[src/rtl/core/lsbp_pkg.sv]
`timescale 1ns / 1ps
// lsbp_pkg: types and constants shared by the lsb-first bit packer modules
// no dependencies

package lsbp_pkg;

  localparam int unsigned ValueW    = 64;
  localparam int unsigned CountW    = 7;
  localparam int unsigned OpW       = 2;
  localparam int unsigned ByteW     = 8;
  localparam int unsigned PosW      = 48;
  localparam int unsigned EmittedW  = 45;
  localparam int unsigned PendW     = 7;
  localparam int unsigned PendCntW  = 3;
  localparam int unsigned NumBytesW = 4;
  localparam int unsigned MaxCount  = 64;
  localparam int unsigned SDataW    = 72;
  localparam int unsigned MDataW    = 56;
  localparam int unsigned QueueDepth = 2;

  typedef enum logic [OpW-1:0] {
    OpAppend = 2'd0,
    OpAlign  = 2'd1,
    OpClear  = 2'd2
  } op_e;

  // one classified request: its bytes, how many, and the position after it
  typedef struct packed {
    logic [ValueW-1:0]    bytes;
    logic [NumBytesW-1:0] num_bytes;
    logic [PosW-1:0]      bit_pos;
  } job_t;

endpackage

[src/rtl/core/lsbp_front.sv]
`timescale 1ns / 1ps
// lsbp_front: accepts requests, keeps the pending bits and byte count,
// and turns each request into a job; uses lsbp_pkg

module lsbp_front (
  input  logic                        clk_i,
  input  logic                        rst_ni,
  input  logic                        req_valid_i,
  output logic                        req_ready_o,
  input  logic [lsbp_pkg::OpW-1:0]    opcode_i,
  input  logic [lsbp_pkg::ValueW-1:0] field_value_i,
  input  logic [lsbp_pkg::CountW-1:0] bit_count_i,
  output logic                        job_valid_o,
  input  logic                        job_ready_i,
  output lsbp_pkg::job_t              job_o
);
  import lsbp_pkg::*;

  logic [PendW-1:0]    pend_q, pend_d;
  logic [PendCntW-1:0] pcnt_q, pcnt_d;
  logic [EmittedW-1:0] emitted_q, emitted_d;
  logic                accept;

  logic [CountW-1:0]        n_sat;
  logic [ValueW-1:0]        val_m;
  logic [ValueW+PendW-1:0]  cat;
  logic [CountW-1:0]        total;
  logic [NumBytesW-1:0]     nb;

  assign req_ready_o = job_ready_i;
  assign job_valid_o = req_valid_i;
  assign accept      = req_valid_i & job_ready_i;

  always_comb begin
    // saturate oversize counts
    n_sat = (bit_count_i > CountW'(MaxCount)) ? CountW'(MaxCount) : bit_count_i;
    if (n_sat[CountW-1]) begin
      val_m = field_value_i;
    end else begin
      val_m = field_value_i & ~({ValueW{1'b1}} << n_sat[CountW-2:0]);
    end
    cat   = ({{PendW{1'b0}}, val_m} << pcnt_q) | {{ValueW{1'b0}}, pend_q};
    total = CountW'(pcnt_q) + n_sat;

    pend_d = pend_q;
    pcnt_d = pcnt_q;
    nb     = '0;
    job_o.bytes = '0;
    case (op_e'(opcode_i))
      OpAppend: begin
        nb          = total[CountW-1:3];
        job_o.bytes = cat[ValueW-1:0];
        pcnt_d      = total[2:0];
        pend_d      = PendW'(cat >> {nb, 3'b000});
      end
      OpAlign: begin
        nb          = (pcnt_q != '0) ? NumBytesW'(1) : '0;
        job_o.bytes = {{(ValueW-PendW){1'b0}}, pend_q};
        pend_d      = '0;
        pcnt_d      = '0;
      end
      OpClear: begin
        pend_d = '0;
        pcnt_d = '0;
      end
      default: begin
      end
    endcase
    if (op_e'(opcode_i) == OpClear) begin
      emitted_d = '0;
    end else begin
      emitted_d = emitted_q + EmittedW'(nb);
    end
    job_o.num_bytes = nb;
    job_o.bit_pos   = {emitted_d, pcnt_d};
  end

  always_ff @(posedge clk_i or negedge rst_ni) begin
    if (!rst_ni) begin
      pend_q    <= '0;
      pcnt_q    <= '0;
      emitted_q <= '0;
    end else if (accept) begin
      pend_q    <= pend_d;
      pcnt_q    <= pcnt_d;
      emitted_q <= emitted_d;
    end
  end

endmodule

[src/rtl/core/lsbp_queue.sv]
`timescale 1ns / 1ps
// lsbp_queue: short job queue between the front and back parts
// uses lsbp_pkg for the job type

module lsbp_queue #(
  parameter int unsigned Depth = lsbp_pkg::QueueDepth
) (
  input  logic           clk_i,
  input  logic           rst_ni,
  input  logic           push_valid_i,
  output logic           push_ready_o,
  input  lsbp_pkg::job_t push_job_i,
  output logic           pop_valid_o,
  input  logic           pop_ready_i,
  output lsbp_pkg::job_t pop_job_o
);
  import lsbp_pkg::*;

  localparam int unsigned PtrW = (Depth > 1) ? $clog2(Depth) : 1;
  localparam int unsigned CntW = $clog2(Depth + 1);

  job_t            slots_q [Depth];
  logic [PtrW-1:0] wr_ptr_q, rd_ptr_q;
  logic [CntW-1:0] cnt_q;
  logic            push, pop;

  assign push_ready_o = (cnt_q != CntW'(Depth));
  assign pop_valid_o  = (cnt_q != '0);
  assign push         = push_valid_i & push_ready_o;
  assign pop          = pop_valid_o & pop_ready_i;
  assign pop_job_o    = slots_q[rd_ptr_q];

  always_ff @(posedge clk_i) begin
    if (push) begin
      slots_q[wr_ptr_q] <= push_job_i;
    end
  end

  always_ff @(posedge clk_i or negedge rst_ni) begin
    if (!rst_ni) begin
      wr_ptr_q <= '0;
      rd_ptr_q <= '0;
      cnt_q    <= '0;
    end else begin
      if (push) begin
        wr_ptr_q <= (wr_ptr_q == PtrW'(Depth - 1)) ? '0 : wr_ptr_q + PtrW'(1);
      end
      if (pop) begin
        rd_ptr_q <= (rd_ptr_q == PtrW'(Depth - 1)) ? '0 : rd_ptr_q + PtrW'(1);
      end
      if (push && !pop) begin
        cnt_q <= cnt_q + CntW'(1);
      end else if (pop && !push) begin
        cnt_q <= cnt_q - CntW'(1);
      end
    end
  end

endmodule

[src/rtl/core/lsbp_back.sv]
`timescale 1ns / 1ps
// lsbp_back: plays out one job as a run of results, one byte per cycle while the receiver is ready
// uses lsbp_pkg for the job type and widths

module lsbp_back (
  input  logic                       clk_i,
  input  logic                       rst_ni,
  input  logic                       job_valid_i,
  output logic                       job_ready_o,
  input  lsbp_pkg::job_t             job_i,
  output logic                       res_valid_o,
  input  logic                       res_ready_i,
  output logic [lsbp_pkg::ByteW-1:0] out_byte_o,
  output logic                       byte_valid_o,
  output logic                       last_of_run_o,
  output logic [lsbp_pkg::PosW-1:0]  bit_position_o
);
  import lsbp_pkg::*;

  logic                 busy_q;
  logic [ValueW-1:0]    bytes_q;
  logic [NumBytesW-1:0] left_q;
  logic                 has_bytes_q;
  logic [PosW-1:0]      pos_q;
  logic                 last, step, load;

  assign last = (left_q == NumBytesW'(1));
  assign step = busy_q & res_ready_i;
  assign load = job_valid_i & (!busy_q | (step & last));
  assign job_ready_o = !busy_q | (step & last);

  assign res_valid_o    = busy_q;
  // status-only results carry a zero byte
  assign out_byte_o     = has_bytes_q ? bytes_q[ByteW-1:0] : '0;
  assign byte_valid_o   = has_bytes_q;
  assign last_of_run_o  = last;
  assign bit_position_o = pos_q;

  always_ff @(posedge clk_i or negedge rst_ni) begin
    if (!rst_ni) begin
      busy_q <= 1'b0;
    end else if (load) begin
      busy_q <= 1'b1;
    end else if (step && last) begin
      busy_q <= 1'b0;
    end
  end

  always_ff @(posedge clk_i) begin
    if (load) begin
      bytes_q     <= job_i.bytes;
      has_bytes_q <= (job_i.num_bytes != '0);
      left_q      <= (job_i.num_bytes != '0) ? job_i.num_bytes : NumBytesW'(1);
      pos_q       <= job_i.bit_pos;
    end else if (step) begin
      bytes_q <= bytes_q >> ByteW;
      left_q  <= left_q - NumBytesW'(1);
    end
  end

endmodule

[src/rtl/core/lsb_first_bit_packer.sv]
`timescale 1ns / 1ps
// lsb_first_bit_packer: top level of the lsb-first bit packer
// uses lsbp_pkg, lsbp_front, lsbp_queue and lsbp_back
//
// usage
//   requests enter on the s_axis channel: tuser carries the opcode (append,
//   align to byte, clear), tdata the value and the bit count (0..64, larger
//   counts saturate to 64). appended bits stack above the pending bits, lsb
//   first, and every completed byte leaves on the m_axis channel
//   results on m_axis carry one byte each (tuser high) or a single status
//   result with tuser low when a request completes no byte; tlast marks the
//   final result of each request, and tdata also carries the running bit
//   position after that request, wrapping at 2^48
//   a request taken on s_axis is written into the job queue, then loaded
//   into the back part once it is free; its registers drive m_axis
//   throughput: the front accepts a request every cycle while the job queue
//   has room; the back emits one result per cycle while the receiver is
//   ready, and a request gives max(bytes, 1) results (one to eight). the
//   byte-per-cycle output port sets the sustained rate
//   reset empties the queue and the output, clears pending bits and sets
//   the position to zero. when the receiver stalls the current result holds,
//   and the front keeps accepting until the queue fills

module lsb_first_bit_packer #(
  parameter int unsigned QueueDepth = lsbp_pkg::QueueDepth
) (
  input  logic                        clk_i,
  input  logic                        rst_ni,
  input  logic                        s_axis_tvalid_i,
  output logic                        s_axis_tready_o,
  // [63:0] field_value, [70:64] bit_count, [71] zero
  input  logic [lsbp_pkg::SDataW-1:0] s_axis_tdata_i,
  // [1:0] opcode
  input  logic [lsbp_pkg::OpW-1:0]    s_axis_tuser_i,
  output logic                        m_axis_tvalid_o,
  input  logic                        m_axis_tready_i,
  // [7:0] out_byte, [55:8] bit_position
  output logic [lsbp_pkg::MDataW-1:0] m_axis_tdata_o,
  // [0] byte_valid
  output logic                        m_axis_tuser_o,
  output logic                        m_axis_tlast_o
);
  import lsbp_pkg::*;

  // front to queue
  logic job_in_valid, job_in_ready;
  job_t job_in;
  // queue to back
  logic job_out_valid, job_out_ready;
  job_t job_out;

  logic [ByteW-1:0] out_byte;
  logic [PosW-1:0]  bit_position;

  lsbp_front u_front (
    .clk_i         (clk_i),
    .rst_ni        (rst_ni),
    .req_valid_i   (s_axis_tvalid_i),
    .req_ready_o   (s_axis_tready_o),
    .opcode_i      (s_axis_tuser_i),
    .field_value_i (s_axis_tdata_i[ValueW-1:0]),
    .bit_count_i   (s_axis_tdata_i[ValueW+CountW-1:ValueW]),
    .job_valid_o   (job_in_valid),
    .job_ready_i   (job_in_ready),
    .job_o         (job_in)
  );

  lsbp_queue #(
    .Depth (QueueDepth)
  ) u_queue (
    .clk_i        (clk_i),
    .rst_ni       (rst_ni),
    .push_valid_i (job_in_valid),
    .push_ready_o (job_in_ready),
    .push_job_i   (job_in),
    .pop_valid_o  (job_out_valid),
    .pop_ready_i  (job_out_ready),
    .pop_job_o    (job_out)
  );

  lsbp_back u_back (
    .clk_i          (clk_i),
    .rst_ni         (rst_ni),
    .job_valid_i    (job_out_valid),
    .job_ready_o    (job_out_ready),
    .job_i          (job_out),
    .res_valid_o    (m_axis_tvalid_o),
    .res_ready_i    (m_axis_tready_i),
    .out_byte_o     (out_byte),
    .byte_valid_o   (m_axis_tuser_o),
    .last_of_run_o  (m_axis_tlast_o),
    .bit_position_o (bit_position)
  );

  assign m_axis_tdata_o = {bit_position, out_byte};

endmodule
[config.mk]
export PLATFORM = sky130hd
export DESIGN_NAME = lsb_first_bit_packer
export DESIGN_NICKNAME = d
export VERILOG_FILES = /design/src/rtl/core/lsbp_pkg.sv /design/src/rtl/core/lsbp_front.sv /design/src/rtl/core/lsbp_queue.sv /design/src/rtl/core/lsbp_back.sv /design/src/rtl/core/lsb_first_bit_packer.sv
export SDC_FILE = /design/constraint.sdc
export NUM_CORES = 1
export LEC_CHECK = 0
export BUFFER_PORTS_ARGS = -buffer_cell sky130_fd_sc_hd__buf_4
export CAP_MARGIN = 20
export CORE_UTILIZATION = 62
export DETAILED_ROUTE_END_ITERATION = 10
export GPL_TIMING_DRIVEN = 0
export MAX_ROUTING_LAYER = met4
export PLACE_DENSITY_LB_ADDON = 0.15
export SLEW_MARGIN = 25
export SYNTH_ARGS = -nofsm -noshare
export SYNTH_HDL_FRONTEND = slang
export SYNTH_HIERARCHICAL = 1
export SYNTH_SLANG_ARGS = --single-unit
[constraint.sdc]
create_clock -name clk_i -period 6.71 [get_ports clk_i]
set_clock_uncertainty 0.05 [all_clocks]
set_input_delay 1.6775 -clock clk_i [delete_from_list [all_inputs] [get_ports clk_i]]
set_output_delay 1.6775 -clock clk_i [all_outputs]
set_load 0.1 [all_outputs]
# After elaboration in Yosys (flattened, before gate mapping)
# Memories as Yosys holds them, arrays and structs flattened.
# Index checks and enable logic that the tools add are counted.
[word_totals]
wordCells = 73
mem_count = 1
ff_bits = 177
rom_bits = 0
output_inout_bits = 60
latch_bits = 0
ramBits = 232
in_bits = 78
[memory_table]
columns = ["name", "words", "word_bits", "read_ports", "rd_clocked_by_memory_dff", "write_ports", "line_no", "source"]
rows = [
  ["u_queue.slots_q", 2, 116, 1, 0, 1, "lsbp_queue.sv:22", "job_t slots_q [Depth];"],
]
[op_classes]
n_mux = 22
mul = 0
magnitude_cmp = 1
bitwise = 8
n_div = 0
n_addsub = 7
shift = 3
eq_ne = 4
reduce_logical = 16
[ops]
columns = ["cell", "n"]
rows = [
  ["two-way mux 64 bit", 3],
  ["case mux 64 bit (2 select lines)", 1],
  ["OR 71 x 7 -> 71 bit", 1],
  ["left shift 64 x 3 -> 71 bit", 1],
  [">> shifter 71 x 7 -> 7 bit", 1],
  ["AND 64 bit", 1],
  ["inverter 64 bit", 1],
  ["left shift 64 x 6 -> 64 bit (first input constant)", 1],
  ["adder 45 x 4 -> 45 bit", 1],
  ["two-way mux 45 bit", 1],
  ["case mux 7 bit (2 select lines)", 1],
  ["two-way mux 4 bit", 3],
  ["nonzero test 2 bit", 5],
  ["two-way mux 8 bit", 1],
  ["case mux 4 bit (2 select lines)", 1],
  ["adder 3 x 7 -> 7 bit", 1],
  ["greater-than comparator 7 bit (second input constant)", 1],
  ["two-way mux 1 bit", 7],
  ["two-way mux 7 bit", 1],
  ["case mux 3 bit (2 select lines)", 1],
  ["AND 1 bit", 4],
  ["== test 4 x 1 -> 1 bit (second input constant)", 1],
  ["two-way mux 2 bit", 2],
  ["nonzero test 4 bit", 1],
  ["14 further kinds", 19],
]

# Logic depth before layout (Yosys ltp)
# Gate-level depths: netlist of run 1.
[logic_depth]
word_depth = 10
mapped_depth = 22
ltp_nobuf = 16

# By module
# The synthesis of run 1 kept the hierarchy.
[by_module_without_submodules]
columns = ["module", "area_per_inst_um2", "instances", "cells_each", "seq_area_each_um2"]
rows = [
  ["lsbp_queue", 8675.8, 1, 379, 7066.8],
  ["lsbp_front", 8324.2, 1, 1187, 1376.3],
  ["lsbp_back", 4759.6, 1, 220, 3538.4],
]

# Least setup slack after synthesis of run 1
# OpenSTA, ideal clock, no wires.
[synth_path]
path_type = "input to register"
from = "input s_axis_tvalid_i"
to = "memory u_queue/slots_q[0][0] (netlist bit), enable pin"
stages = 3
setup_time_ns = 0.592
n_path_buf = 1
t_arrival_ns = 6.677
slack_ns = -0.609
cell_sequence = "buf_4 -> nand2_1 -> nor2_1"
[synth_via]
elab_chain_len = 3
[synth_lines]
columns = ["element", "line_no", "source"]
rows = [
  ["from (decl)", "lsb_first_bit_packer.sv:29", "input logic s_axis_tvalid_i,"],
  ["AND 1 bit", "lsbp_queue.sv:29", "assign push = push_valid_i & push_ready_o;"],
  ["two-way mux 1 bit", "lsbp_queue.sv:34", "if (push) begin"],
  ["two-way mux 1 bit (implied by the code)", "lsbp_queue.sv:35", "slots_q[wr_ptr_q] <= push_job_i;"],
  ["to (decl)", "lsbp_queue.sv:22", ""],
]
# Every way passes these cells.

==> impl_metrics.env, run 1 <==
export IMPL_grt_max_degree=61
export IMPL_synth_cell_type_count=95
export IMPL_drv_cap=0
export IMPL_max_vdd_ir_drop_uv=346
export IMPL_yosysTopAreaCellShare_pct=48.2
export IMPL_synthAdderAreaFrac_pct=0.989
export IMPL_hold_violations=0
export IMPL_synth_fp_nets=1880
export IMPL_yosysTopAreaCell="edfxtp_1"
export IMPL_use_met2_pct=69.4
export IMPL_ctsHoldBuffers=0
export IMPL_seq_area_frac_synth_pct=55.1
export IMPL_gr_usage_met1_pct=58.4
export IMPL_netlist_area_um2=21800
export IMPL_hold_ws_ns=0.454
export IMPL_synthSimpleGateAreaFrac_pct=11.5
export IMPL_antenna_cells=0
export IMPL_antenna_found_initial=0
export IMPL_die_h_um=189
export IMPL_yosys_register_bits=409
export IMPL_die_area_um2=35800
export IMPL_grt_busiest_layer="met2"
export IMPL_cts_tree="yes"
export IMPL_ys_flop_type="edfxtp_1"
export IMPL_slew_headroom_pct=32.9
export IMPL_final_cell_mix="edfxtp_1 (349), nor2_1 (178), buf_4 (145), nand2_1 (123), mux2_2 (107)"
export IMPL_clkSinkCount=409
export IMPL_syn_inst=1786
export IMPL_critPathMaxFanout=10
export IMPL_synthArstFlopShare_pct=14.7
export IMPL_met3_usage_pct=8.79
export IMPL_fin_tns_setup_ns=0
export IMPL_wl_mm=79.2
export IMPL_grt_overflow_total=0
export IMPL_endpoint_kind="flip-flop"
export IMPL_power_frac_clock_pct=25.7
export IMPL_start_kind="input port"
export IMPL_drcViolationCount=0
export IMPL_clk_latency_ns=0.58
export IMPL_gp_congestion=1.03
export IMPL_numPortBuffers=133
export IMPL_viasPerCell=7.20
export IMPL_io_pins=138
export IMPL_nets=2066
export IMPL_crit_type="input port to flip-flop"
export IMPL_synth_xor_area_share_pct=2.13
export IMPL_drt_iter0_markers=2798
export IMPL_ys_warn_count=6
export IMPL_die_x_um=189
export IMPL_outcome="completed"
export IMPL_pwr_share_seq_pct=40.4
export IMPL_postRouteAntennaNets=0
export IMPL_clk_pin_slew_worst_paths_ns=0.07
export IMPL_drive_gt1_share_pct=26.2
export IMPL_synth_compound_area_share_pct=11.7
export IMPL_synth_edff_count=349
export IMPL_power_leakage_nw=9.85
export IMPL_vias=17700
export IMPL_synth_top_family_by_area="multiplexers"
export IMPL_first_global_vias=17400
export IMPL_max_freq_mhz=151
export IMPL_rsz0062_at_grt="no"
export IMPL_syn_avg_cell_area_um2=12.2
export IMPL_start_util_pct=63.0
export IMPL_track_usage_pct=45.5
export IMPL_switchingPower_mw=3.21
export IMPL_core_area_um2=34500
export IMPL_rows=68
export IMPL_cts_htree_levels=2
export IMPL_timing_final_crit_share_pct=98.7
export IMPL_worst_slew_pin_slew_ns=1.00
export IMPL_power_density_nw_per_um2=361
export IMPL_hp_class="flip-flop to flip-flop"
export IMPL_combPwrFrac_pct=34.0
export IMPL_yosys_top_cells_area="edfxtp_1 (48%), dfrtp_1 (6.9%), mux2_4 (6.1%), mux2_2 (5.6%), nor2_1 (3.1%)"
export IMPL_switching_share_pct=35.6
export IMPL_crit_required_ns=6.95
export IMPL_cp_arrival_ns=6.86
export IMPL_mostFrequentLayoutCell="edfxtp_1"
export IMPL_cts_max_path_buffers=3
export IMPL_grt_pass1_wl_mm=115
export IMPL_dpl_hpwl_mm=53.5
export IMPL_p_int_mw=5.80
export IMPL_cts_made_buffers=41
export IMPL_area_growth_pct=14.7
export IMPL_synthMuxAreaShare_pct=15.1
export IMPL_wl_per_cell_um=32.2
export IMPL_drv_slew=0
export IMPL_setup_viol=0
export IMPL_ctsRootBufferMaster="clkbuf_16"
export IMPL_first_pass_iters=7
export IMPL_post_route_min_period_ns=6.62
-- logic make-up (layout without fill, tap and decap cells) --
kind of cell | count (synthesis) | in the layout
AND/OR/NAND/NOR | 518 | 518
flip-flops | 409 | 409
AO/OA/AOI/OAI | 369 | 369
multiplexers | 265 | 265
buffers and inverters | 157 | 376
XOR/XNOR | 52 | 52
adder cells (fa/ha/maj) | 16 | 16
-- critical path, cell delays in order --
cell and delay [ns]:
buf_6 0.12, buf_4 0.18, buf_2 0.26, buf_2 0.28, nor2b_1 0.08, ha_1 0.23, fa_1 0.42, a21o_1 0.22
nand2_1 0.24, mux2i_4 0.35, clkbuf_4 0.31, nor2_1 0.17, fa_1 0.52, a21o_1 0.20, a21oi_2 0.24, nor2_1 0.18
clkbuf_2 0.26, and2_1 0.30, and3_1 0.24, xnor2_1 0.21, nor2_1 0.14
-- path summary, 6_finish.rpt --
path                               startpoint                     end  slack, ns  cells after the start
max                        s_axis_tdata_i[70]  u_queue/slots_q[0][47]       0.09                     21
min                          u_queue/cnt_q[1]        u_queue/cnt_q[1]       0.45                      1
max reg2reg                 u_front/pcnt_q[2]  u_queue/slots_q[1][35]       1.52                     16
min reg2reg                  u_queue/cnt_q[1]        u_queue/cnt_q[1]       0.45                      1
max in group asynchronous              rst_ni       u_front/pcnt_q[0]       4.81                      1
min in group asynchronous              rst_ni        u_queue/cnt_q[1]       1.17                      1
-- area by class of cell --
cell class | instances | area (um^2)
buffer | 135 | 707
clock buffer | 55 | 1160
clock inverter | 21 | 165
fill | 2172 | 9580
inverter | 21 | 78.8
multi-input combinational | 1220 | 9070
sequential | 409 | 12000
tap | 455 | 569
timing repair buffer | 144 | 1230
-- state kept, by name, summed over array words and instances, names as in the netlist --
signal and cells:
u_back/bit_position_o 48, u_back/byte_valid_o 1, u_back/bytes_q 64, u_back/left_q 4, u_back/res_valid_o 1, u_front/emitted_q 45, u_front/pcnt_q 3, u_front/pend_q 7
u_queue/cnt_q 2, u_queue/rd_ptr_q 1, u_queue/slots_q 232, u_queue/wr_ptr_q 1
-- cells in the mapped netlist (32+ instances only) --
| library cell | n |
|---|---|
| mux2_2 | 108 |
| buf_2 | 47 |
| clkbuf_1 | 55 |
| nor2_1 | 179 |
| o31ai_1 | 36 |
| nand2_1 | 123 |
| o21ai_0 | 94 |
| mux2_4 | 89 |
| and3_1 | 34 |
| mux2i_1 | 64 |
| a21oi_1 | 56 |
| nand3_1 | 32 |
| and2_1 | 38 |
| edfxtp_1 | 349 |
| dfrtp_1 | 60 |
-- timing repair --
item | in CTS | in global routing
setup endpoints to repair | 97 | 38
setup buffers | 1 | 1
resized for setup | 7 | 11
pin swaps | 0 | 1
gates cloned | 0 | 0
-- through the flow --
stage	total power, mW	util (%)	setup slack [ns]	cell area, um^2	std cells
final	9.01	72.3	0.0872	25000	2460
after global routing	9.17	72.3	0.00800	25000	2460
after CTS	8.88	72.1	0.0877	24900	2460
after detailed placement	6.50	68.2	-1.19	23600	2383
after global placement	6.31	67.5	-1.12	23300	2374
after floorplan	5.56	-	0.547	21800	1786
-- power by group through the flow --
stage          clock network, mW  logic, mW  registers, mW
2_1_floorplan                  0       1.79           3.77
3_3_place_gp                   0       2.65           3.65
5_1_grt                     2.39       3.13           3.65
6_report                    2.31       3.06           3.64
4_1_cts                     2.31       2.95           3.62
3_5_place_dp                   0       2.85           3.64
-- metal layers --
| layer | vias to the layer above | wire length, um |
|---|---|---|
| li1 | 7085 | - |
| met1 | 8524 | 29300 |
| met2 | 1728 | 35900 |
| met3 | 363 | 9150 |
| met4 | 0 | 4800 |
| met5 | - | 0 |
(Power assumes the default switching activity.)
==> inputs of run 2 (changes only) <==
--- a/config.mk
+++ b/config.mk
@@ -5,10 +5,11 @@
 export SDC_FILE = /design/constraint.sdc
 export NUM_CORES = 1
 export LEC_CHECK = 0
-export BUFFER_PORTS_ARGS = -buffer_cell sky130_fd_sc_hd__buf_4
 export CAP_MARGIN = 20
-export CORE_UTILIZATION = 62
+export CORE_UTILIZATION = 58
 export DETAILED_ROUTE_END_ITERATION = 10
+export DONT_BUFFER_PORTS = 1
+export GPL_ROUTABILITY_DRIVEN = 0
 export GPL_TIMING_DRIVEN = 0
 export MAX_ROUTING_LAYER = met4
 export PLACE_DENSITY_LB_ADDON = 0.15
==> constraint.sdc (replaced) <==
create_clock -name clk_i -period 5.4 [get_ports clk_i]
set_clock_uncertainty 0.05 [all_clocks]
set_input_delay 1.35 -clock clk_i [delete_from_list [all_inputs] [get_ports clk_i]]
set_output_delay 1.35 -clock clk_i [all_outputs]
set_load 0.1 [all_outputs]
==> impl_metrics.env, run 2 (synthesis gave the netlist of run 1 again) <==
export IMPL_worst_slew_pin_slew_ns=1.06
export IMPL_drive_gt1_share_pct=21.8
export IMPL_cp_num_buf_inv=5
export IMPL_max_freq_mhz=190
export IMPL_outcome="completed"
export IMPL_gr_usage_met1_pct=44.0
export IMPL_grt_overflow_total=0
export IMPL_clk_pin_slew_worst_paths_ns=0.06
export IMPL_drv_cap=0
export IMPL_power_leakage_nw=9.28
export IMPL_timing_final_crit_share_pct=97.4
export IMPL_power_density_nw_per_um2=444
export IMPL_io_pins=138
export IMPL_grt_max_degree=61
export IMPL_hp_class="flip-flop to flip-flop"
export IMPL_final_cells=2350
export IMPL_rsz0062_at_grt="no"
export IMPL_use_met2_pct=44.6
export IMPL_path_cells="buf_6 > buf_4 > buf_4 > nor2b_1 > ha_1 > fa_2 > a21o_1 > nand2_2 > mux2i_4 > buf_8 > nor2_2 > fa_2 > a21o_1 > a21oi_4 > nor2_2 > clkbuf_4 > and2_2 > and3_1 > xnor2_1 > nor2_2"
export IMPL_critPathMaxFanout=19
export IMPL_drt_iter0_markers=1590
export IMPL_cts_htree_levels=2
export IMPL_start_kind="input port"
export IMPL_rows=70
export IMPL_post_route_min_period_ns=5.26
export IMPL_cts_tree="yes"
export IMPL_first_pass_iters=6
export IMPL_final_cell_mix="edfxtp_1 (349), nor2_1 (173), nand2_1 (122), mux2_2 (107), o21ai_0 (93)"
export IMPL_first_global_vias=15200
export IMPL_layout_setup_ws_ns=0.139
export IMPL_place_worst_setup_slack_ns=-1.43
export IMPL_dp_cells=2267
export IMPL_drv_slew=0
export IMPL_grt_pass1_wl_mm=89.0
export IMPL_numPortBuffers=0
export IMPL_wl_mm=58.1
export IMPL_die_area_um2=38300
export IMPL_met3_usage_pct=6.77
export IMPL_core_area_um2=36800
export IMPL_nets=1942
export IMPL_hold_violations=0
export IMPL_max_vdd_ir_drop_uv=244
export IMPL_largest_reg_flops=232
export IMPL_die_h_um=196
export IMPL_viasPerCell=6.59
export IMPL_cpPeakStageDelay_ns=0.44
export IMPL_start_util_pct=59.2
export IMPL_clk_latency_ns=0.56
export IMPL_area_growth_pct=11.4
export IMPL_cts_max_path_buffers=3
export IMPL_crit_required_ns=5.62
export IMPL_dpl_instance_area_um2=22700
export IMPL_grt_busiest_layer="met2"
export IMPL_endpoint_kind="flip-flop"
export IMPL_crit_type="input port to flip-flop"
export IMPL_wl_per_cell_um=24.7
export IMPL_die_x_um=196
export IMPL_vias=15500
export IMPL_drcViolationCount=0
export IMPL_setup_viol=0
export IMPL_track_usage_pct=31.5
export IMPL_mostFrequentLayoutCell="edfxtp_1"
export IMPL_ctsRootBufferMaster="clkbuf_16"
export IMPL_antenna_found_initial=0
export IMPL_antenna_cells=0
export IMPL_design_area_um2=24200
export IMPL_critPathTopFamily="simple AND/OR/NAND/NOR gates"
export IMPL_top_register="u_queue/slots_q"
export IMPL_cts_made_buffers=42
export IMPL_postRouteAntennaNets=0
export IMPL_cp_arrival_ns=5.48
export IMPL_slew_headroom_pct=27.8
export IMPL_worst_path_max_delay_cell="fa_2"
export IMPL_fin_tns_setup_ns=0
export IMPL_worst_path_most_repeated_cell="nor2_2"
export IMPL_hold_ws_ns=0.442
export IMPL_clkSinkCount=409
export IMPL_dpl_hpwl_mm=42.0
[run 2: final timing paths]
path	start	end	slack [ns]	cells after the start
max	s_axis_tdata_i[70]	u_queue/slots_q[1][47]	0.14	20
max reg2reg	u_front/pcnt_q[2]	u_queue/slots_q[1][47]	0.72	15
min reg2reg	u_front/emitted_q[3]	u_front/emitted_q[3]	0.44	2
min in group asynchronous	rst_ni	u_front/emitted_q[6]	0.45	0
max in group asynchronous	rst_ni	u_front/pend_q[1]	4.73	0
min	u_front/emitted_q[3]	u_front/emitted_q[3]	0.44	2
[run 2: report_power, final]
part           switching (mW)  leakage [nW]  total (mW)  internal (mW)
clock network            1.19         0.665        2.93           1.74
logic                    1.88          4.45        3.20           1.32
registers               0.407          4.17        4.63           4.22
total                    3.48          9.28        10.8           7.29
[run 2: final cells by class]
type	instances	area, um^2
Tap cell	468	586
Buffer	133	719
Fill cell	2776	12600
Inverter	21	78.8
Timing Repair Buffer	21	337
Multi-Input combinational cell	1220	9130
Clock inverter	25	302
Sequential cell	409	12000
Clock buffer	53	1100
[run 2: worst min-delay path, delay by kind of cell (launching register included)]
kind	cells	cell delay, ns
compound gates	1	0.06
simple gates	1	0.05
flops	1	0.34
[run 2: timing repair]
item / in CTS / in global routing
endpoints found under the setup margin: 95 / 54
resized for setup: 11 / 10
hold buffers: 0 / 0
buffers inserted: 3 / 5
pin swaps: 2 / 3
[run 2: per-stage QoR]
step                      total power [mW]  util [%]
after floorplan                       6.92         -
after global placement                7.71      60.9
after detailed placement              7.81      61.7
after CTS                             10.8      65.7
after global routing                  11.2      65.9
final                                 10.8      65.9
[run 2: layer usage]
| layer | part of all wire, % | up-vias |
|---|---|---|
| met1 | 42 | 7423 |
| met3 | 11 | 225 |
| met4 | 4.6 | 0 |
| li1 | - | 6833 |
| met2 | 42 | 1009 |
| met5 | 0 | - |
